File: src/sv/sprite_transparency_rle_encoder_defines.svh
// assertion macros for the sprite transparency run-length encoder
`ifndef SPRITE_TRANSPARENCY_RLE_ENCODER_DEFINES_SVH
`define SPRITE_TRANSPARENCY_RLE_ENCODER_DEFINES_SVH
`ifndef SYNTH
`define SRLE_ASSERT(lbl, clk, rst_n, prop) \
	lbl: assert property (@(posedge clk) disable iff (!rst_n) prop) \
		else $error("srle assertion failed");
`define SRLE_NEVER(lbl, clk, rst_n, expr) \
	lbl: assert property (@(posedge clk) disable iff (!rst_n) !(expr)) \
		else $error("srle forbidden condition seen");
`else
`define SRLE_ASSERT(lbl, clk, rst_n, prop)
`define SRLE_NEVER(lbl, clk, rst_n, expr)
`endif
`endif

File: src/sv/srle_pkg.sv
// shared constants for the sprite transparency run-length encoder
package srle_pkg;
	localparam int BLOCK_ROWS = 32;
	localparam int ADDR_W     = 25;
	localparam int SIZE_W     = 12;
	localparam int SHS_W      = 11;
	localparam int TADDR_W    = 10;
	localparam int TVAL_W     = 16;
	localparam int CFG_IDX_W  = 2;
	localparam int CFG_DATA_W = 12;
	localparam int TABLE_LAST = 1022;

	localparam logic [CFG_IDX_W-1:0] REG_FRAME_WIDTH  = 2'd0;
	localparam logic [CFG_IDX_W-1:0] REG_FRAME_HEIGHT = 2'd1;
	localparam logic [CFG_IDX_W-1:0] REG_CLIPPED_MODE = 2'd2;
	localparam logic [CFG_IDX_W-1:0] REG_SUB_HEADER   = 2'd3;
endpackage

File: src/sv/srle_if.sv
// request channel interfaces for pixels in and byte writes out
interface srle_pix_if import srle_pkg::*; ();
	logic       valid;
	logic       ready;
	logic [7:0] palette_index;
	logic       is_transparent;
	modport source (output valid, palette_index, is_transparent, input ready);
	modport sink (input valid, palette_index, is_transparent, output ready);
endinterface

interface srle_res_if import srle_pkg::*; ();
	logic                valid;
	logic                ready;
	logic [ADDR_W-1:0]   head_addr;
	logic signed [7:0]   head_value;
	logic                data_valid;
	logic [ADDR_W-1:0]   data_addr;
	logic [7:0]          data_value;
	logic                table_valid;
	logic [TADDR_W-1:0]  table_addr;
	logic [TVAL_W-1:0]   table_value;
	logic                frame_done;
	logic [ADDR_W-1:0]   end_offset;
	modport source (output valid, head_addr, head_value, data_valid, data_addr, data_value,
		table_valid, table_addr, table_value, frame_done, end_offset, input ready);
	modport sink (input valid, head_addr, head_value, data_valid, data_addr, data_value,
		table_valid, table_addr, table_value, frame_done, end_offset, output ready);
endinterface

File: src/sv/sprite_transparency_rle_encoder.sv
// sprite transparency run-length encoder: pixels in, frame byte writes out
//
// pix carries one palette-indexed pixel per request, rows bottom-up, each row
// left to right. res carries one request per pixel: the run-control byte
// write, an optional palette byte write, an optional row-block table entry,
// the frame-done flag and the write offset after this pixel.
// cfg_we/cfg_index/cfg_data write frame_width, frame_height, clipped_mode
// and the table reserve size; write them only while no pixel is in flight.
// each result is registered and appears in the cycle after its pixel is taken.
// throughput: one pixel per cycle while res is not stalled; the run state lives in a single register
// set updated by one short pass of compares and three 25-bit adders.
// res has one output register: pix.ready stays high while that register is
// empty or being drained, so a stalled receiver holds off at most one result
// and the block stops taking pixels until it is taken.
// reset clears the row, column and run state, loads the default sizes and clears
// clipped mode; the first pixel of each frame reloads the write offset.
`include "sprite_transparency_rle_encoder_defines.svh"
module sprite_transparency_rle_encoder import srle_pkg::*; (
	input  logic                  clk,
	input  logic                  arst_n,
	input  logic                  cfg_we,
	input  logic [CFG_IDX_W-1:0]  cfg_index,
	input  logic [CFG_DATA_W-1:0] cfg_data,
	srle_pix_if.sink              pix,
	srle_res_if.source            res
);
	logic [SIZE_W-1:0] fw_q, fh_q;
	logic              clip_q;
	logic [SHS_W-1:0]  shs_q;

	logic [SIZE_W-1:0] col_q, row_q;
	logic [ADDR_W-1:0] wo_q, head_q;
	logic [7:0]        hc_q;
	logic              at_q;

	logic              acc;
	logic              first_px, open_a, open_b, opaque, at_a;
	logic [7:0]        hc_a, hc_b, hc_n;
	logic [ADDR_W-1:0] wo0, head_n, data_addr, end_n;
	logic [1:0]        inc_ab, inc_all;
	logic [SIZE_W:0]   line, col_inc, row_inc, width, height;
	logic [SIZE_W:0]   blk;
	logic [SIZE_W+1:0] entry;
	logic              tbl_hit, row_end, frame_end;

	// config registers
	always_ff @(posedge clk or negedge arst_n) begin
		if (!arst_n) begin
			fw_q   <= SIZE_W'(1);
			fh_q   <= SIZE_W'(1);
			clip_q <= 1'b0;
			shs_q  <= SHS_W'(10);
		end else if (cfg_we) begin
			unique case (cfg_index)
				REG_FRAME_WIDTH:  fw_q   <= cfg_data[SIZE_W-1:0];
				REG_FRAME_HEIGHT: fh_q   <= cfg_data[SIZE_W-1:0];
				REG_CLIPPED_MODE: clip_q <= cfg_data[0];
				REG_SUB_HEADER:   shs_q  <= cfg_data[SHS_W-1:0];
				default: ;
			endcase
		end
	end

	assign pix.ready = !res.valid || res.ready;
	assign acc       = pix.valid && pix.ready;

	always_comb begin
		first_px = (col_q == '0) && (row_q == '0);
		open_a   = (col_q == '0);
		opaque   = !pix.is_transparent;
		if (first_px) begin
			wo0 = clip_q ? ADDR_W'(shs_q) : '0;
		end else begin
			wo0 = wo_q;
		end
		at_a = open_a ? 1'b0 : at_q;
		hc_a = open_a ? 8'd0 : hc_q;
		if (opaque) begin
			open_b = at_a || (hc_a > 8'd126);
		end else begin
			open_b = !open_a && (!at_a || (hc_a == 8'h80));
		end
		hc_b = open_b ? 8'd0 : hc_a;
		hc_n = opaque ? hc_b + 8'd1 : hc_b - 8'd1;

		inc_ab    = {1'b0, open_a} + {1'b0, open_b};
		inc_all   = inc_ab + {1'b0, opaque};
		data_addr = wo0 + ADDR_W'(inc_ab);
		end_n     = wo0 + ADDR_W'(inc_all);
		if (open_b) begin
			head_n = wo0 + ADDR_W'(open_a);
		end else if (open_a) begin
			head_n = wo0;
		end else begin
			head_n = head_q;
		end

		// row-block offset table
		line    = {1'b0, row_q} + (SIZE_W+1)'(1);
		blk     = line / (SIZE_W+1)'(BLOCK_ROWS);
		entry   = {blk, 1'b0};
		tbl_hit = open_a && clip_q && ((line % (SIZE_W+1)'(BLOCK_ROWS)) == (SIZE_W+1)'(1))
			&& (entry <= (SIZE_W+2)'(TABLE_LAST));

		width     = (fw_q == '0) ? (SIZE_W+1)'(1) : {1'b0, fw_q};
		height    = (fh_q == '0) ? (SIZE_W+1)'(1) : {1'b0, fh_q};
		col_inc   = {1'b0, col_q} + (SIZE_W+1)'(1);
		row_inc   = line;
		row_end   = col_inc >= width;
		frame_end = row_end && (row_inc >= height);
	end

	// run state
	always_ff @(posedge clk or negedge arst_n) begin
		if (!arst_n) begin
			col_q  <= '0;
			row_q  <= '0;
			wo_q   <= '0;
			head_q <= '0;
			hc_q   <= '0;
			at_q   <= 1'b0;
		end else if (acc) begin
			wo_q   <= end_n;
			head_q <= head_n;
			hc_q   <= hc_n;
			at_q   <= !opaque;
			if (row_end) begin
				col_q <= '0;
				row_q <= frame_end ? '0 : row_inc[SIZE_W-1:0];
			end else begin
				col_q <= col_inc[SIZE_W-1:0];
			end
		end
	end

	// result register
	always_ff @(posedge clk or negedge arst_n) begin
		if (!arst_n) begin
			res.valid <= 1'b0;
		end else if (acc) begin
			res.valid <= 1'b1;
		end else if (res.ready) begin
			res.valid <= 1'b0;
		end
	end

	always_ff @(posedge clk) begin
		if (acc) begin
			res.head_addr   <= head_n;
			res.head_value  <= hc_n;
			res.data_valid  <= opaque;
			res.data_addr   <= opaque ? data_addr : '0;
			res.data_value  <= opaque ? pix.palette_index : 8'd0;
			res.table_valid <= tbl_hit;
			res.table_addr  <= tbl_hit ? entry[TADDR_W-1:0] : '0;
			res.table_value <= tbl_hit ? wo0[TVAL_W-1:0] : '0;
			res.frame_done  <= frame_end;
			res.end_offset  <= end_n;
		end
	end

	`SRLE_ASSERT(a_data_before_end, clk, arst_n,
		res.valid && res.data_valid |-> res.end_offset == res.data_addr + ADDR_W'(1))
	`SRLE_ASSERT(a_table_is_head, clk, arst_n,
		res.valid && res.table_valid |-> res.table_value == res.head_addr[TVAL_W-1:0])
	`SRLE_ASSERT(a_data_follows_kind, clk, arst_n,
		acc |=> res.valid && (res.data_valid == !$past(pix.is_transparent)))
	`SRLE_ASSERT(a_done_rewinds, clk, arst_n,
		acc && frame_end |=> col_q == '0 && row_q == '0)
endmodule
File: src/flat_wrapper.sv
// flat-port wrapper written by rule: the top's interface ports become plain ports
module sprite_transparency_rle_encoder_flat import srle_pkg::*;
  (clk, arst_n, cfg_we, cfg_index, cfg_data, pix_valid, pix_palette_index, pix_is_transparent, pix_ready, res_valid, res_head_addr, res_head_value, res_data_valid, res_data_addr, res_data_value, res_table_valid, res_table_addr, res_table_value, res_frame_done, res_end_offset, res_ready);
  srle_pix_if pix_i ();
  srle_res_if res_i ();
  input  logic clk;
  input  logic arst_n;
  input  logic cfg_we;
  input  logic [CFG_IDX_W-1:0] cfg_index;
  input  logic [CFG_DATA_W-1:0] cfg_data;
  input wire logic [$bits(pix_i.valid)-1:0] pix_valid;
  input wire logic [$bits(pix_i.palette_index)-1:0] pix_palette_index;
  input wire logic [$bits(pix_i.is_transparent)-1:0] pix_is_transparent;
  output wire logic [$bits(pix_i.ready)-1:0] pix_ready;
  output wire logic [$bits(res_i.valid)-1:0] res_valid;
  output wire logic [$bits(res_i.head_addr)-1:0] res_head_addr;
  output wire logic [$bits(res_i.head_value)-1:0] res_head_value;
  output wire logic [$bits(res_i.data_valid)-1:0] res_data_valid;
  output wire logic [$bits(res_i.data_addr)-1:0] res_data_addr;
  output wire logic [$bits(res_i.data_value)-1:0] res_data_value;
  output wire logic [$bits(res_i.table_valid)-1:0] res_table_valid;
  output wire logic [$bits(res_i.table_addr)-1:0] res_table_addr;
  output wire logic [$bits(res_i.table_value)-1:0] res_table_value;
  output wire logic [$bits(res_i.frame_done)-1:0] res_frame_done;
  output wire logic [$bits(res_i.end_offset)-1:0] res_end_offset;
  input wire logic [$bits(res_i.ready)-1:0] res_ready;
  assign pix_i.valid = pix_valid;
  assign pix_i.palette_index = pix_palette_index;
  assign pix_i.is_transparent = pix_is_transparent;
  assign pix_ready = pix_i.ready;
  assign res_valid = res_i.valid;
  assign res_head_addr = res_i.head_addr;
  assign res_head_value = res_i.head_value;
  assign res_data_valid = res_i.data_valid;
  assign res_data_addr = res_i.data_addr;
  assign res_data_value = res_i.data_value;
  assign res_table_valid = res_i.table_valid;
  assign res_table_addr = res_i.table_addr;
  assign res_table_value = res_i.table_value;
  assign res_frame_done = res_i.frame_done;
  assign res_end_offset = res_i.end_offset;
  assign res_i.ready = res_ready;
  sprite_transparency_rle_encoder u_core (.clk(clk), .arst_n(arst_n), .cfg_we(cfg_we), .cfg_index(cfg_index), .cfg_data(cfg_data), .pix(pix_i), .res(res_i));
endmodule
File: config.mk
export PLATFORM = sky130hd
export DESIGN_NAME = sprite_transparency_rle_encoder_flat
export DESIGN_NICKNAME = d
export VERILOG_FILES = /design/src/sv/srle_pkg.sv /design/src/sv/srle_if.sv /design/src/sv/sprite_transparency_rle_encoder.sv /design/src/flat_wrapper.sv
export VERILOG_INCLUDE_DIRS = /design/src /design/src/sv
export SDC_FILE = /design/constraint.sdc
export NUM_CORES = 1
export LEC_CHECK = 0
export BUFFER_PORTS_ARGS = -buffer_cell sky130_fd_sc_hd__buf_2
export CORE_MARGIN = 2
export CORE_UTILIZATION = 60
export DETAILED_ROUTE_END_ITERATION = 10
export HOLD_SLACK_MARGIN = 0.05
export PLACE_DENSITY = 0.82
export SETUP_SLACK_MARGIN = 0.15
export SLEW_MARGIN = 40
export SYNTH_ARGS = -nofsm -noshare
export SYNTH_HDL_FRONTEND = slang
export SYNTH_SLANG_ARGS = --single-unit
File: constraint.sdc
create_clock -name clk -period 8.4 [get_ports clk]
set_input_delay 2.52 -clock clk [delete_from_list [all_inputs] [get_ports clk]]
set_output_delay 2.52 -clock clk [all_outputs]
set_load 0.02 [all_outputs]
==> reports/results.ini, run 1 <==
[clock_tree]
cts.path.max_buffers=3
post_cts.resized_instances=0
post_cts.repair.setup_buffers=0
insertion_delay_ns=0.52
ctsRootBufferMaster=clkbuf_16
cts_hold_buffers=0
tritoncts=yes
htree_num_levels=1
path_clk_slew_ns=0.07
clock_sink_count=238
cts_made_buffers=25

[place]
gp_routability_congestion=0.996
port_buffers=147
hpwl_um=24700
dpl_cells=1665

[routing]
route.final.wire_length_um=36100
ant_nets=0
initialDrtViolationCount=1305
routed_via_density=6.43
vias=11000
drt_first_pass_iters=5
route.detailed.drc=0
wire_per_inst_um=21.1

[finish]
final_layout_size_suffix_gt1_share_pct=20.4
num_antenna_cells=0
design.final.nets=1485
final_cell_count_no_fill=1709
syn2layout_area_growth_pct=13.2

[synthesis]
synth_most_common_cell=nand2_1
post-synth-top-area-cell=edfxtp_1
postSynth.topFlopCell=edfxtp_1
synth_largest_type_area_fraction_pct=26.8
synthArstFlopShare_pct=50.4
list_of_most_frequent_post_synthesis_cells=141 x nand2_1, 118 x edfxtp_1, 116 x dfrtp_1
number_of_distinct_standard_cells_referenced_by_the_synthesized_netlist=86
netlist_instances=1306
synth.cell_area_um2=13200
total_of_warnings_raised_by_yosys=0
number_of_flops_mapped_to_enable_cells_by_yosys=118
yosys_register_bits=238
seq_area_frac_synth_pct=49.5
ys_top_cells_by_area=edfxtp_1 27%, dfrtp_1 22%, nand2_1 4.0%
post_synth.cell_area_avg_um2=10.1

[sta]
max_freq_mhz=157
fin_worst_hold_slack_ns=0.476
timing.slew.headroom_pct=40.5
final_setup_violation_count=0
setup_tns_ns=0
rsz0062_at_grt=false
max_slew.worst_pin.slew_ns=0.868
period_minus_slack_ns=6.35
final_min_period_over_clock_period_pct=75.6
final-max-slew-violation-count=0
hold_violations=0
fin_skew_ns=0.0104

[floorplanning]
die_y_um=153
coreArea_um2=21800
effective_utilization_at_floorplan_pct=60.8
floorplan.die.width_um=153
floorplan.rows=54
ioPinCount=150
die_area_um2=23300

[worst_setup_path]
endpoint_kind=register
chain_of_cells_forming_the_critical_path=buf_2 > buf_4 > nor3_1 > o21ai_0 > o21ai_2 > nor2_1 > inv_1 > fa_1 > inv_1 > ha_1 > fa_1 > nand3_1 > a2111o_1 > nor4_4 > nand3_1 > xnor2_1
cp_max_fo=25
critical_path_arrival_ns=6.62
timing.setup.critical_path_class=input pin to register
critical_path_required_ns=8.67
critical_path_slowest_stage_cell=a2111o_1
critPathLaunchType=input pin
cp_slowest_stage_delay_ns=0.52

[power]
static-leakage-power_nw=6.30
p_per_area_nw_per_um2=267
irDropWorstVdd_uv=189

[global_route]
grt_usage_pct=30.5
first_global_vias=10700
overflow=0
initial_antenna_violation_count=0
grt_max_degree=76
grt_first_pass_wirelength_um=57600

[run]
drv_cap=0

[hold_path]
timing.hold.worst.class=register to register

[outcome]
status=finished clean

[cells by family (layout without fill, tap and decap cells)]
kind of cell,count (synthesis),after routing,synth area share (%)
simple gates,470,470,18.0
compound gates,284,284,14.3
flops,238,238,49.5
buf+inv,143,265,4.49
xor+xnor,70,70,4.63
mux,55,55,4.58
fa+ha+maj,45,45,4.48
other cells,1,2,0.0283
[power breakdown]
part / internal [mW] / total [mW] / leakage [nW] / switching [mW]
clock network: 0.702 / 1.15 / 0.421 / 0.449
logic: 0.432 / 1.18 / 3.22 / 0.747
registers: 1.48 / 1.68 / 2.66 / 0.199
total: 2.61 / 4.01 / 6.30 / 1.40
[path summary, 6_finish.rpt]
| kind | start | end | slack [ns] | depth (start not counted) |
|---|---|---|---|---|
| setup / recovery | pix_is_transparent | u_core.res.end_offset[22] | 2.05 | 16 |
| hold / removal | u_core.wo_q[0] | u_core.wo_q[0] | 0.48 | 2 |
| setup reg to reg | u_core.col_q[0] | u_core.res.head_addr[20] | 2.88 | 17 |
| hold reg to reg | u_core.wo_q[0] | u_core.wo_q[0] | 0.48 | 2 |
| max in group asynchronous | arst_n | u_core.hc_q[5] | 5.22 | 2 |
| min in group asynchronous | arst_n | u_core.col_q[10] | 2.05 | 1 |
[sequential cells by signal, indices dropped and copies added (netlist names), 11 cells and up]
name	flops
u_core.fh_q	12
u_core.shs_q	11
u_core.fw_q	12
u_core.col_q	12
u_core.res.end_offset	25
u_core.wo_q	25
u_core.row_q	12
u_core.head_q	25
u_core.res.data_addr	25
u_core.res.head_addr	25
u_core.res.table_value	16
[critical path: cells and delay by family]
kind,cells,cell delay (ns)
AO/OA/AOI/OAI,3,0.76
XOR/XNOR,1,0.15
AND/OR/NAND/NOR,5,1.05
buffers and inverters,4,1.11
adder cells (fa/ha/maj),3,1.01
[layout make-up]
type	count	area, um2
Sequential cell	238	6550
Multi-Input combinational cell	926	6140
Inverter	60	230
Clock inverter	10	133
Tap cell	280	350
Timing Repair Buffer	161	847
Fill cell	1645	6780
Clock buffer	34	732
[per-layer routing]
metal,track usage [%],wire length (um),up-vias
li1,-,-,4937
met1,41.9,14100,5242
met2,49.2,16700,679
met3,5.55,3710,127
met4,10.8,1470,0
met5,0,0,-
[stage by stage]
stage                     utilization, %  setup WS, ns  area [um2]  total power, mW
final                               68.9          2.05       15000             4.01
after global routing                68.9          1.80       15000             4.19
after CTS                           68.8          2.11       15000             3.99
after detailed placement            64.8          1.58       14100             2.84
after global placement              64.7          1.73       14100             2.78
after floorplan                        -         0.932       13200             2.48
[placed cells by master (no fill, tap or decap), types with 12 or more instances in the layout]
cell type / instances
xor2_1: 27
a21o_1: 14
edfxtp_1: 118
a22oi_1: 13
buf_2: 146
nand3_1: 37
dfrtp_1: 116
o21ai_1: 12
and3_1: 29
nor4_1: 13
ha_1: 41
nand4_1: 28
xnor2_1: 43
o21ai_0: 65
a21oi_1: 55
inv_1: 58
clkbuf_16: 27
o31ai_1: 17
buf_4: 14
nand2_1: 141
mux2_2: 44
nor2_1: 108
nor2b_1: 17
nor3_1: 35
Note: power is estimated with default switching activity, not from simulation.
==> inputs of run 2 (changes only) <==
--- a/config.mk
+++ b/config.mk
@@ -8,10 +8,10 @@
 export LEC_CHECK = 0
 export BUFFER_PORTS_ARGS = -buffer_cell sky130_fd_sc_hd__buf_2
 export CORE_MARGIN = 2
-export CORE_UTILIZATION = 60
+export CORE_UTILIZATION = 54
 export DETAILED_ROUTE_END_ITERATION = 10
 export HOLD_SLACK_MARGIN = 0.05
-export PLACE_DENSITY = 0.82
+export PLACE_DENSITY = 0.77
 export SETUP_SLACK_MARGIN = 0.15
 export SLEW_MARGIN = 40
 export SYNTH_ARGS = -nofsm -noshare
==> constraint.sdc (replaced) <==
create_clock -name clk -period 5.7 [get_ports clk]
set_input_delay 1.71 -clock clk [delete_from_list [all_inputs] [get_ports clk]]
set_output_delay 1.71 -clock clk [all_outputs]
set_load 0.02 [all_outputs]
==> run 2 against run 1 <==
Net effect:
- sequential power rose by 46%
- final area increased by 0.64%
- via count is 1.6% lower
- die area increased by 11%
- utilization decreased by 6.5 points
- final cell count grew 3.1%
- critical path type is now register to register
==> reports/results.ini, run 2 (synthesis gave the netlist of run 1 again) <==
[finish]
mostFrequentLayoutCell=buf_2
fillers=1958
final_instance_area_um2=15100
regArea_um2=6550
syn2layout_area_growth_pct=13.9
final_layout_size_suffix_gt1_share_pct=20.7
design.final.nets=1493
multi_input_comb_area_um2=6120
num_antenna_cells=0
layout_common_cells=147 x buf_2, 141 x nand2_1, 118 x edfxtp_1
final_core_util_pct=62.4

[global_route]
initial_antenna_violation_count=0
overflow=0
grt_first_pass_wirelength_um=55400
grt_usage_pct=26.8
grt_max_degree=77
first_global_vias=10100

[sta]
rsz0062_at_grt=false
fin_skew_ns=0.0206
hold_violations=0
setup_tns_ns=0
final_min_period_over_clock_period_pct=82.5
max_freq_mhz=213
period_minus_slack_ns=4.70
max_slew.worst_pin.slew_ns=0.875
final_setup_violation_count=0
timing.slew.headroom_pct=41.4
final-max-slew-violation-count=0

[clock_tree]
cts.path.max_buffers=3
clock_sink_count=238
insertion_delay_ns=0.53
cts_made_buffers=25
post_cts.resized_instances=0
post_cts.repair.setup_buffers=0
tritoncts=yes
path_clk_slew_ns=0.06
htree_num_levels=1
ctsRootBufferMaster=clkbuf_16
cts_hold_buffers=0

[routing]
routed_via_density=6.13
vias=10800
route.detailed.drc=0
initialDrtViolationCount=1363
route.final.wire_length_um=35000
drt_first_pass_iters=8
wire_per_inst_um=19.9
ant_nets=0

[worst_setup_path]
critical_path.reg2reg.startpoint=u_core.col_q[0]
critical_path_arrival_ns=4.96
critical_path_slowest_stage_cell=or4b_2
critical_path_required_ns=5.96
cp_max_fo=18
endpoint_kind=register
critPathLaunchType=register
timing.reg2reg.worst_path_depth=17
crit-reg2reg-capture=u_core.res.head_addr[20]
r2r_slack_ns=1.0
timing.setup.critical_path_class=register to register
cp_slowest_stage_delay_ns=0.69
chain_of_cells_forming_the_critical_path=inv_1 > ha_1 > nor4b_2 > nand3_2 > nor2_8 > and3_1 > a21oi_1 > inv_1 > ha_1 > buf_4 > ha_1 > inv_1 > nor2_1 > or4b_2 > nor3_1 > a31oi_1 > a2bb2oi_1

[floorplanning]
coreArea_um2=24200
floorplan.die.width_um=161
effective_utilization_at_floorplan_pct=54.7
die_area_um2=25800
floorplan.rows=57
die_y_um=161
ioPinCount=150

[place]
hpwl_um=24100
post_dp_cell_area_um2=14200
port_buffers=147
gp_routability_congestion=0.955

[power]
total_power_of_the_final_layout_mw=5.89
irDropWorstVdd_uv=224
static-leakage-power_nw=6.33
p_per_area_nw_per_um2=391

[hold_path]
timing.hold.worst.class=register to register
worst_hold_path.endpoint=u_core.wo_q[0]
worstHoldPathCells=2
worstHoldStart=u_core.wo_q[0]

[run]
drv_cap=0

[outcome]
status=finished clean

run 2: area by class of cell:
type | instances | share of cell area, %
tap | 324 | 2.69
clock inverter | 11 | 0.938
inverter | 60 | 1.53
timing repair buffer | 169 | 6.11
multi-input combinational | 926 | 40.6
sequential | 238 | 43.5
clock buffer | 34 | 4.70
run 2: worst max-delay path by stage:
stage	from	to	depth (start not counted)	slack (ns)
floorplan	pix_is_transparent	u_core.res.end_offset[22]	15	0.53
global placement	pix_is_transparent	u_core.res.end_offset[22]	15	0.70
detailed placement	pix_is_transparent	u_core.res.end_offset[22]	15	0.58
CTS	u_core.col_q[0]	u_core.res.head_addr[20]	17	1.05
global route	pix_is_transparent	u_core.res.end_offset[22]	15	0.78
finish	u_core.col_q[0]	u_core.res.head_addr[20]	17	1.0
run 2: metal layers:
| metal | routed length [um] | vias to the layer above | GRT usage [%] |
|---|---|---|---|
| li1 | - | 4974 | - |
| met1 | 14900 | 5156 | 39.0 |
| met2 | 15900 | 587 | 41.6 |
| met3 | 3200 | 87 | 4.21 |
| met4 | 1060 | 0 | 8.44 |
| met5 | 0 | - | 0 |
run 2: worst max-delay path, delay by kind of cell (launching register included):
| family | cells | cell delay (ns) |
|---|---|---|
| buffers and inverters | 4 | 0.61 |
| flip-flops | 1 | 0.42 |
| AO/OA/AOI/OAI | 3 | 0.39 |
| AND/OR/NAND/NOR | 7 | 2.42 |
| adder cells (fa/ha/maj) | 3 | 0.60 |
run 2: through the flow:
step	setup slack [ns]	hold WS, ns	instances
after floorplan	0.533	0.446	1307
final	0.996	0.483	1762
after detailed placement	0.585	0.471	1717
after global routing	0.777	0.504	1762
after global placement	0.704	0.465	1716
after CTS	1.05	0.486	1762
run 2: where the power goes:
group          internal, mW  switching [mW]
Combinational         0.654            1.09
Sequential             2.18           0.285
Clock                  1.01           0.674
Total                  3.84            2.05
==> inputs of run 3 (changes only) <==
--- a/config.mk
+++ b/config.mk
@@ -6,12 +6,13 @@
 export SDC_FILE = /design/constraint.sdc
 export NUM_CORES = 1
 export LEC_CHECK = 0
+export ABC_AREA = 1
 export BUFFER_PORTS_ARGS = -buffer_cell sky130_fd_sc_hd__buf_2
 export CORE_MARGIN = 2
-export CORE_UTILIZATION = 54
+export CORE_UTILIZATION = 53
 export DETAILED_ROUTE_END_ITERATION = 10
 export HOLD_SLACK_MARGIN = 0.05
-export PLACE_DENSITY = 0.77
+export PLACE_DENSITY = 0.76
 export SETUP_SLACK_MARGIN = 0.15
 export SLEW_MARGIN = 40
 export SYNTH_ARGS = -nofsm -noshare
==> constraint.sdc (replaced) <==
create_clock -name clk -period 4.3 [get_ports clk]
set_input_delay 1.29 -clock clk [delete_from_list [all_inputs] [get_ports clk]]
set_output_delay 1.29 -clock clk [all_outputs]
set_load 0.02 [all_outputs]
==> run 3 against run 2 <==
Net effect:
- flip-flop and latch count unchanged
- sequential power increased by 36%
- final cell count increased by 10%
- largest power group is now combinational cells
- count of clock-buffer cells in the layout decreased by 8
- utilization increased by 0.18 points
==> reports/results.ini, run 3 <==
[outcome]
status=finished clean

[synthesis]
seq_area_frac_synth_pct=51.8
postSynth.topFlopCell=edfxtp_1
synth_most_common_cell=nand2_1
list_of_most_frequent_post_synthesis_cells=381 x nand2_1, 188 x inv_1, 140 x o21ai_0
synth_simple_gate_area_share_pct=23.9
number_of_flops_mapped_to_enable_cells_by_yosys=118
post_synth_fa_ha_maj_area_fraction_pct=4.69
yosys_register_bits=238
synth_largest_type_area_fraction_pct=28.0
post_synth.cell_area_avg_um2=8.65
synthArstFlopShare_pct=50.4
number_of_distinct_standard_cells_referenced_by_the_synthesized_netlist=47
synth.cell_area_um2=12700
fraction_of_synthesized_cell_area_in_xor_and_xnor_cells_pct=3.30
synth_compound_area_share_pct=8.59
netlist_instances=1462
largest_family_of_logic_cells_by_synthesized_area=simple AND/OR/NAND/NOR gates
synth.area.mux_share_pct=0
ys_top_cells_by_area=edfxtp_1 28%, dfrtp_1 23%, nand2_1 11%
post-synth-top-area-cell=edfxtp_1
total_of_warnings_raised_by_yosys=0

[worst_setup_path]
cp_slowest_stage_delay_ns=0.50
timing.reg2reg.worst_path_depth=23
critical_path_arrival_ns=4.23
chain_of_cells_forming_the_critical_path=inv_1 > ha_1 > nand2_1 > nor2_2 > nand2_2 > a21oi_1 > nand3_1 > nand2_1 > nand3_1 > nand2_1 > clkinv_1 > fa_1 > inv_1 > ha_1 > fa_1 > inv_1 > nor2_4 > nand2_2 > inv_1 > nand2_1 > xor2_1 > nand2_1 > o21ai_0
cp_num_cells=23
critical_path_required_ns=4.74
critical_path_slowest_stage_cell=fa_1
endpoint_kind=register
crit_top_cell=nand2_1
timing.setup.critical_path_class=register to register
critical_path_buf_inv_count=5
critPathTopFamily=adder cells
critPathLaunchType=register
cp_max_fo=9

[global_route]
overflow=0
grt_max_degree=73
grt_usage_pct=25.7
initial_antenna_violation_count=0
first_global_vias=9868
grt_first_pass_wirelength_um=50700

[routing]
vias=10400
initialDrtViolationCount=960
route.final.wire_length_um=31800
routed_via_density=5.36
wire_per_inst_um=16.4
route.detailed.drc=0
ant_nets=0
drt_first_pass_iters=6

[floorplanning]
die_area_um2=25100
floorplan.die.width_um=159
ioPinCount=150
die_y_um=159
floorplan.rows=56
coreArea_um2=23500
effective_utilization_at_floorplan_pct=53.9

[power]
static-leakage-power_nw=6.98
p_per_area_nw_per_um2=638
total_power_of_the_final_layout_mw=9.36
irDropWorstVdd_uv=421

[clock_tree]
cts_hold_buffers=0
insertion_delay_ns=0.53
cts_made_buffers=25
path_clk_slew_ns=0.06
htree_num_levels=1
tritoncts=yes
clock_sink_count=238
post_cts.repair.setup_buffers=0
ctsRootBufferMaster=clkbuf_16
cts.path.max_buffers=3

[place]
hpwl_um=22900
gp_routability_congestion=0.946
port_buffers=147
dpl_cells=1901

[hold_path]
timing.hold.worst.class=register to register
worstHoldPathCells=2

[sta]
max_freq_mhz=264
fin_skew_ns=0.0182
rsz0062_at_grt=false
period_minus_slack_ns=3.79
timing.slew.headroom_pct=50.4
final_setup_violation_count=0
max_slew.worst_pin.slew_ns=0.741
hold_violations=0
final-max-slew-violation-count=0
setup_tns_ns=0
final_min_period_over_clock_period_pct=88.1

[finish]
final_core_util_pct=62.5
syn2layout_area_growth_pct=16.0
mostFrequentLayoutCell=nand2_1
num_antenna_cells=0
fillers=1954
final_layout_size_suffix_gt1_share_pct=17.5
design.final.nets=1682
layout_common_cells=381 x nand2_1, 187 x inv_1, 146 x buf_2
final_cell_count_no_fill=1946

[run]
drv_cap=0

## run 3: cell types whose count changed in the layout (fill, tap and decap cells not counted), sizes merged, moves of 19 or more
cell	change
a21oi	-21
and3	-30
inv	+138
mux2	-44
nand2	+267
nand3	+45
nor2	+26
nor3	-19
o21ai	+74
xnor2	-41
## run 3: metal layers
layer	vias to the layer above	wire length, um	track usage (%)	part of all wire [%]
met5	-	0	0	0
met4	0	835	7.85	2.6
met3	60	2310	3.76	7.2
met2	419	15100	43.0	47
met1	4926	13600	34.9	43
li1	5023	-	-	-
## run 3: per-stage QoR
| stage | hold WS (ns) | area (um2) | setup WS (ns) |
|---|---|---|---|
| floorplan | 0.444 | 12700 | 0.360 |
| finish | 0.482 | 14700 | 0.513 |
| detailed placement | 0.465 | 13800 | 0.432 |
| global route | 0.500 | 14700 | 0.204 |
| global placement | 0.462 | 13800 | 0.509 |
| CTS | 0.483 | 14700 | 0.501 |
## run 3: power by group
group / total [mW] / internal (mW) / switching [mW]
combinational: 3.61 / 1.14 / 2.48
sequential: 3.34 / 3.06 / 0.280
clock: 2.41 / 1.49 / 0.917
total: 9.36 / 5.69 / 3.67
## run 3: area by class of cell
class	count	area, um2	share of cell area (%)
clock inverter	19	288	1.96
sequential	238	6550	44.6
clock buffer	26	629	4.29
multi-input combinational	978	5120	34.9
timing repair buffer	166	931	6.34
inverter	200	756	5.15
tap	319	399	2.72
## run 3: logic make-up (layout without fill, tap and decap cells)
logic type	Yosys count	after routing
and+or+nand+nor	678	678
DFF	238	238
adders and majority gates	45	45
other	1	2
buffers and inverters	247	411
xor gates and xnor gates	46	46
AOI/OAI and AO/OA	207	207
## run 3: worst reg2reg max path: cells and delay by family, from the launching register on
family,cells,cell delay [ns]
buf+inv,5,0.45
fa+ha+maj,4,1.27
compound gates,2,0.26
flops,1,0.40
simple gates,11,1.10
xor+xnor,1,0.20
## run 3: worst paths after layout
kind	startpoint	end	slack, ns
min reg2reg	u_core.head_q[18]	u_core.head_q[18]	0.48
max	u_core.col_q[0]	u_core.wo_q[10]	0.51
min	u_core.head_q[18]	u_core.head_q[18]	0.48
min in group asynchronous	arst_n	u_core.hc_q[2]	0.77
max reg2reg	u_core.col_q[0]	u_core.wo_q[10]	0.51
max in group asynchronous	arst_n	u_core.fh_q[0]	2.78
## run 3: repair_timing
action	CTS	global route
endpoints found under the hold margin	0	0
resized for setup	0	1
endpoints found under the setup margin	0	1
